[src/sv/fsmix_pkg.sv]
// Shared types and constants of the flaperon servo mixer.
package fsmix_pkg;

    // servo axes: left flaperon, right flaperon, rudder
    localparam int NSERVO    = 3;
    localparam int HIST_TAPS = 4;

    // mixer choice
    localparam logic [1:0] MODE_STAB   = 2'd0;
    localparam logic [1:0] MODE_MANUAL = 2'd1;
    localparam logic [1:0] MODE_SPORT  = 2'd2;

    // configuration register indexes
    localparam logic [2:0] CFG_SCALE_ROLL    = 3'd0;
    localparam logic [2:0] CFG_SCALE_PITCH   = 3'd1;
    localparam logic [2:0] CFG_SCALE_YAW     = 3'd2;
    localparam logic [2:0] CFG_SUBTRIM_ROLL  = 3'd3;
    localparam logic [2:0] CFG_SUBTRIM_PITCH = 3'd4;
    localparam logic [2:0] CFG_SUBTRIM_YAW   = 3'd5;
    localparam logic [2:0] CFG_INVERT_MASK   = 3'd6;
    localparam logic [2:0] CFG_BOOST_FACTOR  = 3'd7;

    localparam logic [31:0] SCALE_RESET = 32'h4000_4000;
    localparam logic [14:0] THR_MAX     = 15'd16384;

    typedef struct packed {
        logic        [1:0]  mode;
        logic signed [15:0] pid_roll;
        logic signed [15:0] pid_pitch;
        logic signed [15:0] pid_yaw;
        logic signed [15:0] stick_roll;
        logic signed [15:0] stick_pitch;
        logic signed [15:0] stick_yaw;
        logic        [14:0] throttle_in;
        logic signed [15:0] trim_roll;
        logic signed [15:0] trim_pitch;
        logic signed [15:0] trim_yaw;
    } t_item;

    typedef struct packed {
        logic signed [15:0] flaperon_left;
        logic signed [15:0] flaperon_right;
        logic signed [15:0] rudder;
        logic        [14:0] throttle_out;
    } t_result;

endpackage

[src/sv/fsmix_in_if.sv]
// Input channel of the flaperon servo mixer.
interface fsmix_in_if;
    import fsmix_pkg::*;

    logic  valid;
    logic  ready;
    t_item payload;

    modport source (output valid, output payload, input ready);
    modport sink   (input valid, input payload, output ready);
endinterface

[src/sv/fsmix_out_if.sv]
// Result channel of the flaperon servo mixer.
interface fsmix_out_if;
    import fsmix_pkg::*;

    logic    valid;
    logic    ready;
    t_result payload;

    modport source (output valid, output payload, input ready);
    modport sink   (input valid, input payload, output ready);
endinterface

[src/sv/flaperon_servo_mixer_top.sv]
// Each servo axis passes in turn through S_MIX, S_SCALE, S_POST, S_BOOST and S_FINAL;
// an axis at or beyond AXES skips S_BOOST. A new transaction is taken only in S_IDLE,
// so one is finished before the next is accepted; the single shared multiplier serves
// the scaling and the boost of the three axes in turn (up to five steps per axis).
// Reset (synchronous, active low) restores the register defaults, clears the boost
// history and empties the result register; no clearing pass is needed.
module flaperon_servo_mixer_top #(
    parameter int AXES = 3
) (
    input  logic                    i_clk,
    input  logic                    i_rst_n,
    input  logic                    i_cfg_we,
    input  logic [2:0]              i_cfg_idx,
    input  logic [31:0]             i_cfg_data,
    fsmix_in_if.sink                i_item,
    fsmix_out_if.source             o_res
);
    import fsmix_pkg::*;

    localparam int HIST_ROWS  = (AXES < NSERVO) ? AXES : NSERVO;
    localparam int HIST_IDX_W = (HIST_ROWS > 1) ? $clog2(HIST_ROWS) : 1;
    localparam logic [2:0] AXES_LIM = 3'(AXES);

    localparam logic signed [23:0] HALF16 = 24'sd32768;
    localparam logic signed [23:0] ONE16  = 24'sd65536;
    localparam logic signed [23:0] ONE14  = 24'sd16384;

    typedef enum logic [2:0] {
        S_IDLE, S_MIX, S_SCALE, S_POST, S_BOOST, S_FINAL, S_DONE
    } t_state;

    function automatic logic signed [23:0] sx24(input logic signed [15:0] x);
        return {{8{x[15]}}, x};
    endfunction

    function automatic logic signed [15:0] sat16(input logic signed [23:0] x);
        if (x > 24'sd32767) begin
            return 16'sh7fff;
        end else if (x < -24'sd32768) begin
            return 16'sh8000;
        end else begin
            return x[15:0];
        end
    endfunction

    t_state             r_state;
    logic [1:0]         r_axis;
    t_item              r_in;
    logic signed [20:0] r_d;
    logic [15:0]        r_scl;
    logic signed [37:0] r_prod;
    logic signed [15:0] r_q;
    logic signed [20:0] r_s;
    logic signed [15:0] r_res [NSERVO];
    logic               r_out_valid;
    t_result            r_out;

    logic [31:0]        r_scale [NSERVO];
    logic signed [15:0] r_subtrim [NSERVO];
    logic [2:0]         r_invert;
    logic [14:0]        r_boost;
    logic signed [15:0] r_hist [HIST_ROWS][HIST_TAPS];

    // per-axis datapath
    logic                  boost_en;
    logic [HIST_IDX_W-1:0] hidx;
    logic signed [23:0]    pr2, pp2, py4, sr, sp, sy;
    logic signed [23:0]    trim, lo, hi, ctr, mix, vclip, dd;
    logic signed [37:0]    sc_full, bst_full;
    logic signed [23:0]    vpost;
    logic signed [15:0]    q;
    logic signed [23:0]    s_sum;
    logic signed [23:0]    bst;
    logic signed [15:0]    res;

    // shared multiplier
    logic signed [20:0]    mul_a;
    logic [15:0]           mul_b;
    logic signed [37:0]    mul_p;

    assign boost_en = ({1'b0, r_axis} < AXES_LIM);
    assign hidx     = r_axis[HIST_IDX_W-1:0];

    always_comb begin
        pr2 = sx24(r_in.pid_roll) <<< 1;
        pp2 = sx24(r_in.pid_pitch) <<< 1;
        py4 = sx24(r_in.pid_yaw) <<< 2;
        sr  = sx24(r_in.stick_roll);
        sp  = sx24(r_in.stick_pitch);
        sy  = sx24(r_in.stick_yaw);

        case (r_axis)
            2'd0: begin
                trim = sx24(r_in.trim_roll);
                case (r_in.mode)
                    MODE_MANUAL: mix = sr + sp + HALF16;
                    MODE_SPORT:  mix = ((sr + ONE14) <<< 1) + pr2 + pp2;
                    default:     mix = (trim <<< 1) + HALF16 + pr2 + pp2;
                endcase
            end
            2'd1: begin
                trim = sx24(r_in.trim_pitch);
                case (r_in.mode)
                    MODE_MANUAL: mix = sr - sp + HALF16;
                    MODE_SPORT:  mix = ((sp + ONE14) <<< 1) + pr2 - pp2;
                    default:     mix = (trim <<< 1) + HALF16 + pr2 - pp2;
                endcase
            end
            default: begin
                trim = sx24(r_in.trim_yaw);
                case (r_in.mode)
                    MODE_MANUAL: mix = (sy + ONE14) <<< 1;
                    default:     mix = ((sy + ONE14) <<< 1) + py4;
                endcase
            end
        endcase

        lo  = trim <<< 1;
        hi  = lo + ONE16;
        ctr = lo + HALF16;
        if (mix < lo) begin
            vclip = lo;
        end else if (mix > hi) begin
            vclip = hi;
        end else begin
            vclip = mix;
        end
        dd = vclip - ctr;

        // scale about the centre, add half the subtrim, invert if selected
        sc_full = (r_prod + 38'sd8192) >>> 14;
        vpost   = ctr + sc_full[23:0] + (sx24(r_subtrim[r_axis]) <<< 1);
        if (r_invert[r_axis]) begin
            vpost = ONE16 - vpost;
        end
        q = sat16((vpost + 24'sd2) >>> 2);

        s_sum = (sx24(q) <<< 1) + (sx24(r_hist[hidx][0]) <<< 2)
              - (sx24(r_hist[hidx][2]) <<< 2) - (sx24(r_hist[hidx][3]) <<< 1);

        bst_full = (r_prod + 38'sd131072) >>> 18;
        bst      = boost_en ? bst_full[23:0] : 24'sd0;
        res      = sat16(sx24(r_q) + bst);
    end

    always_comb begin
        if (r_state == S_BOOST) begin
            mul_a = r_s;
            mul_b = {1'b0, r_boost};
        end else begin
            mul_a = r_d;
            mul_b = r_scl;
        end
        mul_p = 38'(mul_a) * 38'($signed({1'b0, mul_b}));
    end

    assign i_item.ready  = (r_state == S_IDLE);
    assign o_res.valid   = r_out_valid;
    assign o_res.payload = r_out;

    always_ff @(posedge i_clk) begin
        if (!i_rst_n) begin
            r_state     <= S_IDLE;
            r_axis      <= 2'd0;
            r_out_valid <= 1'b0;
            r_invert    <= 3'd0;
            r_boost     <= 15'd0;
            for (int i = 0; i < NSERVO; i++) begin
                r_scale[i]   <= SCALE_RESET;
                r_subtrim[i] <= 16'sd0;
            end
            for (int i = 0; i < HIST_ROWS; i++) begin
                for (int k = 0; k < HIST_TAPS; k++) begin
                    r_hist[i][k] <= 16'sd0;
                end
            end
        end else begin
            if (i_cfg_we) begin
                case (i_cfg_idx)
                    CFG_SCALE_ROLL:    r_scale[0]   <= i_cfg_data;
                    CFG_SCALE_PITCH:   r_scale[1]   <= i_cfg_data;
                    CFG_SCALE_YAW:     r_scale[2]   <= i_cfg_data;
                    CFG_SUBTRIM_ROLL:  r_subtrim[0] <= i_cfg_data[15:0];
                    CFG_SUBTRIM_PITCH: r_subtrim[1] <= i_cfg_data[15:0];
                    CFG_SUBTRIM_YAW:   r_subtrim[2] <= i_cfg_data[15:0];
                    CFG_INVERT_MASK:   r_invert     <= i_cfg_data[2:0];
                    CFG_BOOST_FACTOR:  r_boost      <= i_cfg_data[14:0];
                    default: ;
                endcase
            end

            // S_DONE decides the result register on its own
            if (r_out_valid && o_res.ready && r_state != S_DONE) begin
                r_out_valid <= 1'b0;
            end

            case (r_state)
                S_IDLE: begin
                    if (i_item.valid) begin
                        r_in    <= i_item.payload;
                        r_axis  <= 2'd0;
                        r_state <= S_MIX;
                    end
                end
                S_MIX: begin
                    r_d     <= dd[20:0];
                    r_scl   <= (dd > 24'sd0) ? r_scale[r_axis][31:16] : r_scale[r_axis][15:0];
                    r_state <= S_SCALE;
                end
                S_SCALE: begin
                    r_prod  <= mul_p;
                    r_state <= S_POST;
                end
                S_POST: begin
                    r_q     <= q;
                    r_s     <= s_sum[20:0];
                    r_state <= boost_en ? S_BOOST : S_FINAL;
                end
                S_BOOST: begin
                    r_prod  <= mul_p;
                    r_state <= S_FINAL;
                end
                S_FINAL: begin
                    r_res[r_axis] <= res;
                    // shift the history, newest pre-boost value into tap 0
                    if (boost_en) begin
                        for (int k = HIST_TAPS - 1; k > 0; k--) begin
                            r_hist[hidx][k] <= r_hist[hidx][k-1];
                        end
                        r_hist[hidx][0] <= r_q;
                    end
                    if (r_axis == 2'(NSERVO - 1)) begin
                        r_state <= S_DONE;
                    end else begin
                        r_axis  <= r_axis + 2'd1;
                        r_state <= S_MIX;
                    end
                end
                S_DONE: begin
                    // hold until the result register is free
                    if (!r_out_valid || o_res.ready) begin
                        r_out_valid          <= 1'b1;
                        r_out.flaperon_left  <= r_res[0];
                        r_out.flaperon_right <= r_res[1];
                        r_out.rudder         <= r_res[2];
                        r_out.throttle_out   <= (r_in.throttle_in > THR_MAX) ?
                                                THR_MAX : r_in.throttle_in;
                        r_state              <= S_IDLE;
                    end
                end
                default: r_state <= S_IDLE;
            endcase
        end
    end

    a_accept_starts: assert property (@(posedge i_clk) disable iff (!i_rst_n)
        (i_item.valid && i_item.ready) |=> (r_state == S_MIX && r_axis == 2'd0))
        else $error("accepted transaction did not start at the first axis");

    a_axis_range: assert property (@(posedge i_clk) disable iff (!i_rst_n)
        (r_state != S_IDLE) |-> (r_axis < 2'(NSERVO)))
        else $error("axis counter out of range");

    a_boost_axis: assert property (@(posedge i_clk) disable iff (!i_rst_n)
        (r_state == S_BOOST) |-> ({1'b0, r_axis} < AXES_LIM))
        else $error("boost step on an axis without history");

    a_last_axis_done: assert property (@(posedge i_clk) disable iff (!i_rst_n)
        (r_state == S_FINAL && r_axis == 2'(NSERVO - 1)) |=> (r_state == S_DONE))
        else $error("sequencer did not finish after the last axis");

    a_thr_clip: assert property (@(posedge i_clk) disable iff (!i_rst_n)
        r_out_valid |-> (r_out.throttle_out <= THR_MAX))
        else $error("throttle result above one");

endmodule

[src/flat_wrapper.sv]
// flat-port wrapper written by rule: the top's interface ports become plain ports
module flaperon_servo_mixer_top_flat import fsmix_pkg::*;
#(
    parameter int AXES = 3
)
  (i_clk, i_rst_n, i_cfg_we, i_cfg_idx, i_cfg_data, i_item_valid, i_item_payload, i_item_ready, o_res_valid, o_res_payload, o_res_ready);
  fsmix_in_if i_item_i ();
  fsmix_out_if o_res_i ();
  input  logic i_clk;
  input  logic i_rst_n;
  input  logic i_cfg_we;
  input  logic [2:0] i_cfg_idx;
  input  logic [31:0] i_cfg_data;
  input wire logic [$bits(i_item_i.valid)-1:0] i_item_valid;
  input wire logic [$bits(i_item_i.payload)-1:0] i_item_payload;
  output wire logic [$bits(i_item_i.ready)-1:0] i_item_ready;
  output wire logic [$bits(o_res_i.valid)-1:0] o_res_valid;
  output wire logic [$bits(o_res_i.payload)-1:0] o_res_payload;
  input wire logic [$bits(o_res_i.ready)-1:0] o_res_ready;
  assign i_item_i.valid = i_item_valid;
  assign i_item_i.payload = i_item_payload;
  assign i_item_ready = i_item_i.ready;
  assign o_res_valid = o_res_i.valid;
  assign o_res_payload = o_res_i.payload;
  assign o_res_i.ready = o_res_ready;
  flaperon_servo_mixer_top #(.AXES(AXES)) u_core (.i_clk(i_clk), .i_rst_n(i_rst_n), .i_cfg_we(i_cfg_we), .i_cfg_idx(i_cfg_idx), .i_cfg_data(i_cfg_data), .i_item(i_item_i), .o_res(o_res_i));
endmodule
[config.mk]
export PLATFORM = sky130hd
export DESIGN_NAME = flaperon_servo_mixer_top_flat
export DESIGN_NICKNAME = d
export VERILOG_FILES = /design/src/sv/fsmix_pkg.sv /design/src/sv/fsmix_in_if.sv /design/src/sv/fsmix_out_if.sv /design/src/sv/flaperon_servo_mixer_top.sv /design/src/flat_wrapper.sv
export SDC_FILE = /design/constraint.sdc
export NUM_CORES = 2
export LEC_CHECK = 0
export ABC_CLOCK_PERIOD_IN_PS = 14100
export BUFFER_PORTS_ARGS = -buffer_cell sky130_fd_sc_hd__buf_4
export CAP_MARGIN = 10
export CORE_MARGIN = 8
export CORE_UTILIZATION = 50
export CTS_CLUSTER_SIZE = 16
export DETAILED_ROUTE_END_ITERATION = 8
export PLACE_DENSITY_LB_ADDON = 0.05
export SYNTH_ARGS = -nofsm -noshare
export SYNTH_HDL_FRONTEND = slang
export SYNTH_SLANG_ARGS = --single-unit
export TNS_END_PERCENT = 30
[constraint.sdc]
create_clock -name i_clk -period 14.1 [get_ports i_clk]
set_clock_uncertainty 0.05 [all_clocks]
set_input_delay 0.705 -clock i_clk [delete_from_list [all_inputs] [get_ports i_clk]]
set_output_delay 0.705 -clock i_clk [all_outputs]
set_load 0.05 [all_outputs]
* After elaboration in Yosys (flattened, before gate mapping)
Memory sizes are Yosys's and may differ from the RTL's. A register that Yosys moved wholly into a read port is not among the register bits.
Index checks and enable logic that the tools add are counted.
** Operators by class
- $mul :: 1
- Multiplexer cells :: 76
- $lt $le $gt $ge :: 10
- Reduce and logical (&&, ||, !) cells :: 19
- Add/sub/neg operators :: 32
- Equal/unequal tests :: 21
- Bitwise gates (word level) :: 6
** Operator list (number)
- $mux W16 :: 9
- $pmux W24 S2 :: 3
- $mux W24 :: 5
- $mux W32 :: 3
- $add A18 B17 Y19 :: 4
- $add A24 B17 Y24 const B :: 3
- $mux W64 :: 1
- $reduce_or A64 Y1 :: 1
- $add A16 B16 Y17 const B :: 3
- $add A24 B17 Y24 :: 2
- $add A24 B24 Y24 :: 2
- $sub A24 B17 Y24 :: 2
- $pmux W23 S2 :: 1
- $add A38 B15 Y38 const B :: 1
- $add A38 B19 Y38 const B :: 1
- $mul A21 B17 Y38 :: 1
- $mux W1 :: 38
- $add A17 B17 Y18 const B :: 2
- $add A16 B24 Y24 :: 1
- $add A24 B18 Y24 const B :: 1
- $add A24 B3 Y24 const B :: 1
- $gt A24 B1 Y1 const B :: 1
- $gt A24 B16 Y1 const B :: 1
- $gt A24 B24 Y1 :: 1
- other kinds (40) :: 77
** Storage, ports and cells
- Memories :: 4
- Bits in registers :: 312
- Output and inout bits :: 65
- RAM bits :: 384
** Memory list
- u_core.r_hist :: depth 3, width 64, rd ports 1, clocked after Yosys merged registers in 1, wr ports 3, RTL line flaperon_servo_mixer_top.sv:62 : logic signed [15:0] r_hist [HIST_ROWS][HIST_TAPS];
- u_core.r_scale :: depth 3, width 32, rd ports 1, clocked after Yosys merged registers in 1, wr ports 3, RTL line flaperon_servo_mixer_top.sv:58 : logic [31:0] r_scale [NSERVO];
- u_core.r_res :: depth 3, width 16, rd ports 3, clocked after Yosys merged registers in 3, wr ports 1, RTL line flaperon_servo_mixer_top.sv:54 : logic signed [15:0] r_res [NSERVO];
- u_core.r_subtrim :: depth 3, width 16, rd ports 1, clocked after Yosys merged registers in 1, wr ports 3, RTL line flaperon_servo_mixer_top.sv:59 : logic signed [15:0] r_subtrim [NSERVO];

* Longest topological paths before layout
- Depth in word-level cells :: 14
- Mapped depth :: 64

* Worst setup path before layout
No wires, ideal clock.
- Kind :: reg-to-reg
- From :: register (tool-made name)
- To :: register u_core.r_s[20], data pin
- Path buffers :: 5
- Cell stages (with the launch flop) :: 51
- Setup time :: 0.268 ns
- Slack :: 1.874 ns
- Clock period less this slack :: 12.226 ns
- Arrival time :: 11.908 ns
- Path through :: dfxtp_1 > clkbuf_1 > buf_1 > clkbuf_1 > clkbuf_1 > clkbuf_1 > mux2i_1 > nor2_1 > a21oi_1 > fa_1 > inv_1 > ha_1 > fa_1 > a21o_1 > a221oi_4 > o21ai_0 > mux2i_1 > or2_2 > (+15 left out) > xnor2_1 > ha_1 > a21boi_0 > o21ai_0 > a21boi_0 > o21ai_0 > a21boi_0 > o21ai_0 > a21boi_0 > o21ai_0 > a21boi_0 > o21ai_0 > a21boi_0 > o21ai_0 > a21boi_0 > o21ai_0 > a21boi_0 > o22ai_1
** RTL lines
- end signal: assignment :: RTL line flaperon_servo_mixer_top.sv:216 : r_s <= s_sum[20:0];
- end: declaration :: RTL line flaperon_servo_mixer_top.sv:53 : logic signed [20:0] r_s;

* Worst setup path after layout
- From :: register u_core.r_in, in the netlist u_core.pr2[3]
- To :: register u_core.r_scl[14], data pin
** Between the ends
- Word-level cells in the longest chain between the ends :: 10
** Ends and longest elaborated chain
- start: declaration :: RTL line flaperon_servo_mixer_top.sv:48 : t_item r_in;
- start signal: assignment :: RTL line flaperon_servo_mixer_top.sv:200 : r_in <= i_item.payload;
- $add A18 B17 Y19, on equally long branches
- $sub A24 B17 Y24 (tied with other cells) :: RTL line flaperon_servo_mixer_top.sv:106 : default: mix = (trim <<< 1) + HALF16 + pr2 - pp2;
- $pmux W24 S2, on equally long branches :: RTL line flaperon_servo_mixer_top.sv:103, flaperon_servo_mixer_top.sv:95
- $pmux W24 S2 (*) :: RTL line flaperon_servo_mixer_top.sv:92 : case (r_axis)
- $gt A24 B24 Y1 :: RTL line flaperon_servo_mixer_top.sv:123 : end else if (mix > hi) begin
- $mux W24 :: RTL line flaperon_servo_mixer_top.sv:123
- $mux W24 (*) :: RTL line flaperon_servo_mixer_top.sv:121 : if (mix < lo) begin
- $sub A24 B24 Y24 (*) :: RTL line flaperon_servo_mixer_top.sv:128 : dd = vclip - ctr;
- via u_core.dd[13] :: RTL line flaperon_servo_mixer_top.sv:68 : logic signed [23:0] trim, lo, hi, ctr, mix, vclip, dd;
- $gt A24 B1 Y1 (*) :: RTL line flaperon_servo_mixer_top.sv:207 : r_scl <= (dd > 24'sd0) ? r_scale[r_axis][31:16] : r_scale[r_axis][15:0];
- $mux W16 (*) :: RTL line flaperon_servo_mixer_top.sv:207
- end signal: assignment :: RTL line flaperon_servo_mixer_top.sv:207
- end: declaration :: RTL line flaperon_servo_mixer_top.sv:50 : logic [15:0] r_scl;
Mark *: on every way through the listed nets, which the timed path passes. The rest lies on a longest branch.
A chain may end at the register's enable or synchronous reset.

==> impl_results.html <==
<table>
<tr><th>Metric</th><th>Value</th></tr>
<tr><th colspan="2">Drt</th></tr>
<tr><td>Via count</td><td>39600</td></tr>
<tr><td>DRC violations left</td><td>0</td></tr>
<tr><td>Antenna violation net count after detailed routing</td><td>0</td></tr>
<tr><td>Sum of routed wire length over all layers</td><td>161000 µm</td></tr>
<tr><td>Via/cell ratio</td><td>5.58</td></tr>
<tr><td>Initial detailed-routing violation count</td><td>2742</td></tr>
<tr><td>DRT Pass-1 Iters</td><td>5</td></tr>
<tr><td>Average wire per standard cell</td><td>22.6 µm</td></tr>
<tr><th colspan="2">Timing</th></tr>
<tr><td>Slew Viols, Final</td><td>0</td></tr>
<tr><td>Tmin final</td><td>13.02 ns</td></tr>
<tr><td>Max_slew headroom</td><td>0.239</td></tr>
<tr><td>Highest attainable clock frequency</td><td>76.8 MHz</td></tr>
<tr><td>Final-report hold violation count</td><td>0</td></tr>
<tr><td>Final period util</td><td>0.924</td></tr>
<tr><td>Setup repair after global routing missed its margin</td><td>false</td></tr>
<tr><td>Total Negative Setup Slacks</td><td>0 ns</td></tr>
<tr><td>Actual transition at the worst max-transition pin</td><td>1.13 ns</td></tr>
<tr><td>Final count of negative-setup-slack endpoints</td><td>0</td></tr>
<tr><th colspan="2">Yosys</th></tr>
<tr><td>Dominant synthesized flop cell</td><td>edfxtp_1</td></tr>
<tr><td>Cell area after synthesis</td><td>0.0579 mm²</td></tr>
<tr><td>Adder-cell share of the synthesized area</td><td>0.223</td></tr>
<tr><td>Number of flops mapped to enable cells by yosys</td><td>770</td></tr>
<tr><td>Main combinational cell family by area after synthesis</td><td>adder cells</td></tr>
<tr><td>Xor-xnor portion of the synthesized cell area</td><td>0.0362</td></tr>
<tr><td>Register bit total from synthesis</td><td>796</td></tr>
<tr><td>Sequential fraction of the synthesis area</td><td>0.408</td></tr>
<tr><td>Post-Synth Simple-Gate Area</td><td>0.120</td></tr>
<tr><td>Synth area leaders</td><td>edfxtp_1 40%, fa_1 13%, ha_1 9.0%</td></tr>
<tr><td>Biggest area consumer among synthesized cells</td><td>edfxtp_1</td></tr>
<tr><td>Portion of netlist area occupied by mux cells</td><td>0.0568</td></tr>
<tr><td>Distinct cell type count after synthesis</td><td>93</td></tr>
<tr><td>Net count after synthesis</td><td>6259</td></tr>
<tr><td>Yosys synthesis warning count</td><td>0</td></tr>
<tr><td>Post-synth top area share</td><td>0.399</td></tr>
<tr><td>Syn avg cell area</td><td>11.0 µm²</td></tr>
<tr><td>Share of flip-flops with an asynchronous set or reset</td><td>0</td></tr>
<tr><td>Number of instances in the synthesized netlist</td><td>5258</td></tr>
<tr><td>Complex-gate fraction of the synthesized area</td><td>0.0971</td></tr>
<tr><th colspan="2">Final layout</th></tr>
<tr><td>Layout cells sized above 1</td><td>0.127</td></tr>
<tr><td>Synthesis-to-finish area growth</td><td>11.6%</td></tr>
<tr><td>Layout filler cell count</td><td>9924</td></tr>
<tr><td>Most frequent standard cell in the layout excluding fill and tap cells</td><td>edfxtp_1</td></tr>
<tr><td>Commonest non-fill, non-tap cells in the layout</td><td>770 x edfxtp_1, 718 x inv_1, 413 x ha_1</td></tr>
<tr><td>Count of inserted antenna diode cells</td><td>0</td></tr>
<tr><td>Post-layout net count</td><td>6507</td></tr>
<tr><th colspan="2">CTS</th></tr>
<tr><td>CTS clk-pin slew, worst paths</td><td>0.06 ns</td></tr>
<tr><td>H-tree Lvls</td><td>3</td></tr>
<tr><td>Number of buffers on the longest clock path</td><td>3</td></tr>
<tr><td>Clock tree from TritonCTS</td><td>built</td></tr>
<tr><td>Quantity of hold-fixing buffers added after cts</td><td>0</td></tr>
<tr><td>Total CTS buffers</td><td>84</td></tr>
<tr><td>Skew-Pair Late Insertion Delay</td><td>0.68 ns</td></tr>
<tr><td>Clock sink total</td><td>796</td></tr>
<tr><td>Cell at the root of the clock tree</td><td>clkbuf_16</td></tr>
<tr><th colspan="2">Worst hold path</th></tr>
<tr><td>Worst hold stages</td><td>1</td></tr>
<tr><td>Worst-case hold path end point</td><td>u_core.r_in[51]</td></tr>
<tr><td>Worst min-delay path category</td><td>input pin to flop</td></tr>
<tr><td>Launch point of the worst hold path</td><td>i_item_payload[51]</td></tr>
<tr><th colspan="2">Setup path</th></tr>
<tr><td>Slowest cell on crit path</td><td>or4_1</td></tr>
<tr><td>Reg2Reg Capture Point</td><td>u_core.r_scl[14]</td></tr>
<tr><td>Startpoint of the worst-slack reg-to-reg timing path</td><td>u_core.pr2[3]</td></tr>
<tr><td>CP max FO</td><td>32</td></tr>
<tr><td>Startpoint type of the worst setup path</td><td>flop</td></tr>
<tr><td>Cell depth of the worst flop-to-flop path</td><td>57</td></tr>
<tr><td>Slowest stage delay, CP</td><td>0.54 ns</td></tr>
<tr><td>Worst endpoint required time</td><td>14.47 ns</td></tr>
<tr><td>Critical path start-end classification</td><td>flop to flop</td></tr>
<tr><td>Data arrival time of the critical path</td><td>13.39 ns</td></tr>
<tr><td>Register-to-register path setup slack</td><td>1.08 ns</td></tr>
<tr><td>Element type at the critical path end</td><td>flop</td></tr>
<tr><th colspan="2">Placement</th></tr>
<tr><td>Number of port buffers</td><td>265</td></tr>
<tr><td>Last weighted congestion value of the routability-driven placer</td><td>0.945</td></tr>
<tr><td>Post-detail-place hpwl</td><td>125000 µm</td></tr>
<tr><th colspan="2">Floorplan</th></tr>
<tr><td>Placeable Area</td><td>0.116 mm²</td></tr>
<tr><td>Starting Density</td><td>0.501</td></tr>
<tr><td>Floorplan die area</td><td>0.127 mm²</td></tr>
<tr><td>Die span in x</td><td>356 µm</td></tr>
<tr><td>Row count</td><td>125</td></tr>
<tr><td>Boundary Pins</td><td>266</td></tr>
<tr><td>Die span in y</td><td>356 µm</td></tr>
<tr><th colspan="2">Global route</th></tr>
<tr><td>Remaining global-route overflow</td><td>0</td></tr>
<tr><td>Global-route wire length before repair</td><td>246000 µm</td></tr>
<tr><td>Number of global-route vias before repair</td><td>40400</td></tr>
<tr><td>Largest net degree at the start of global routing</td><td>78</td></tr>
<tr><td>Number of antenna violations at the first check in global routing</td><td>1</td></tr>
<tr><td>All-layer global routing usage</td><td>0.252</td></tr>
<tr><th colspan="2">Job</th></tr>
<tr><td>Total of max-cap violations</td><td>0</td></tr>
<tr><th colspan="2">Run status</th></tr>
<tr><td>Status</td><td>finished clean</td></tr>
</table>
-- flip-flops by register name (all words and copies together), names as in the netlist, 2 cells and up, named ones only --
signal	flops
u_core.r_state	3
u_core.r_d	21
u_core.r_res	48
u_core.r_invert	3
o_res_payload	48
u_core.py4	16
u_core.r_prod	25
u_core.r_subtrim	48
u_core.hidx	2
u_core.r_s	20
u_core.r_q	16
u_core.r_scale	96
u_core.r_hist	256
u_core.pp2	16
u_core.pr2	16
u_core.r_boost	15
u_core.r_in	113
u_core.o_res.payload	15
u_core.r_scl	16
-- critical path: cells and delay by family, from the launching register on --
kind	cells	cell delay, ns
muxes	2	0.61
AOI/OAI and AO/OA	31	5.79
adders and majority gates	6	2.02
xor gates and xnor gates	3	0.44
and+or+nand+nor	13	2.78
buffers and inverters	2	0.51
DFF	1	0.48
-- cell families after synthesis --
| kind of cell | Yosys count |
|---|---|
| flops | 796 |
| mux | 219 |
| buf+inv | 907 |
| compound gates | 871 |
| fa+ha+maj | 800 |
| xor+xnor | 237 |
| simple gates | 1428 |
-- synth_stat cells, types with 29 or more instances --
cell / instances
nand3_1: 51
a21oi_1: 267
fa_1: 384
or3_1: 29
o21a_1: 49
ha_1: 416
nand2_1: 385
xnor2_1: 170
clkbuf_1: 151
o21bai_1: 40
a21o_1: 58
o21ai_0: 185
a21boi_0: 34
mux4_2: 80
xor2_1: 65
nand2b_1: 37
and2_1: 230
mux2_2: 79
nor4_1: 30
nor2_1: 378
mux2i_1: 60
buf_1: 30
edfxtp_1: 770
nor3_1: 94
nor2b_1: 51
inv_1: 718
and3_1: 56
-- stage by stage --
step	area, µm²	worst slack [ns]	hold WS (ns)	utilization	cells
floorplan	57900	1.87	0.350	-	5258
global placement	61900	0.619	0.351	0.535	6940
detailed placement	61900	0.514	0.355	0.535	6940
CTS	64600	0.394	0.0931	0.559	7095
global route	64600	0.0653	0.105	0.559	7099
finish	64600	1.08	0.142	0.559	7099
-- metal layers --
layer  GRT usage  part of all wire
met5           0                 0
met4      0.0835             0.036
met3      0.0300             0.046
met2       0.428              0.48
met1       0.337              0.43
-- repair_timing --
item,in CTS,in global routing
hold endpoints to repair,0,0
endpoints found under the setup margin,0,16
buffers inserted,0,4
resized for setup,0,12
-- cell type report --
| cell class | count | area (µm²) | share of cell area |
|---|---|---|---|
| inverters | 720 | 2700 | 0.0418 |
| multi-input cells | 3555 | 31100 | 0.481 |
| well taps | 1524 | 1910 | 0.0295 |
| clock inverters | 52 | 488 | 0.00755 |
| clock buffers | 103 | 2190 | 0.0339 |
| flip-flops and latches | 796 | 23700 | 0.366 |
| repair buffers | 349 | 2620 | 0.0405 |
-- how the worst max path moves through the flow --
| stage | startpoint | end | slack [ns] | depth (start not counted) |
|---|---|---|---|---|
| after floorplan | flop | u_core.r_s[20] | 1.87 | 50 |
| after global placement | u_core.pr2[2] | u_core.r_scl[1] | 0.62 | 59 |
| after detailed placement | u_core.pr2[2] | u_core.r_scl[15] | 0.51 | 60 |
| after CTS | u_core.pr2[2] | u_core.r_scl[15] | 0.39 | 59 |
| after global routing | u_core.pr2[2] | u_core.r_scl[4] | 0.07 | 63 |
| final | u_core.pr2[3] | u_core.r_scl[14] | 1.08 | 57 |
Power is not shown: default switching activity piles up to over one toggle a cycle in this logic, so the estimate is an artifact.
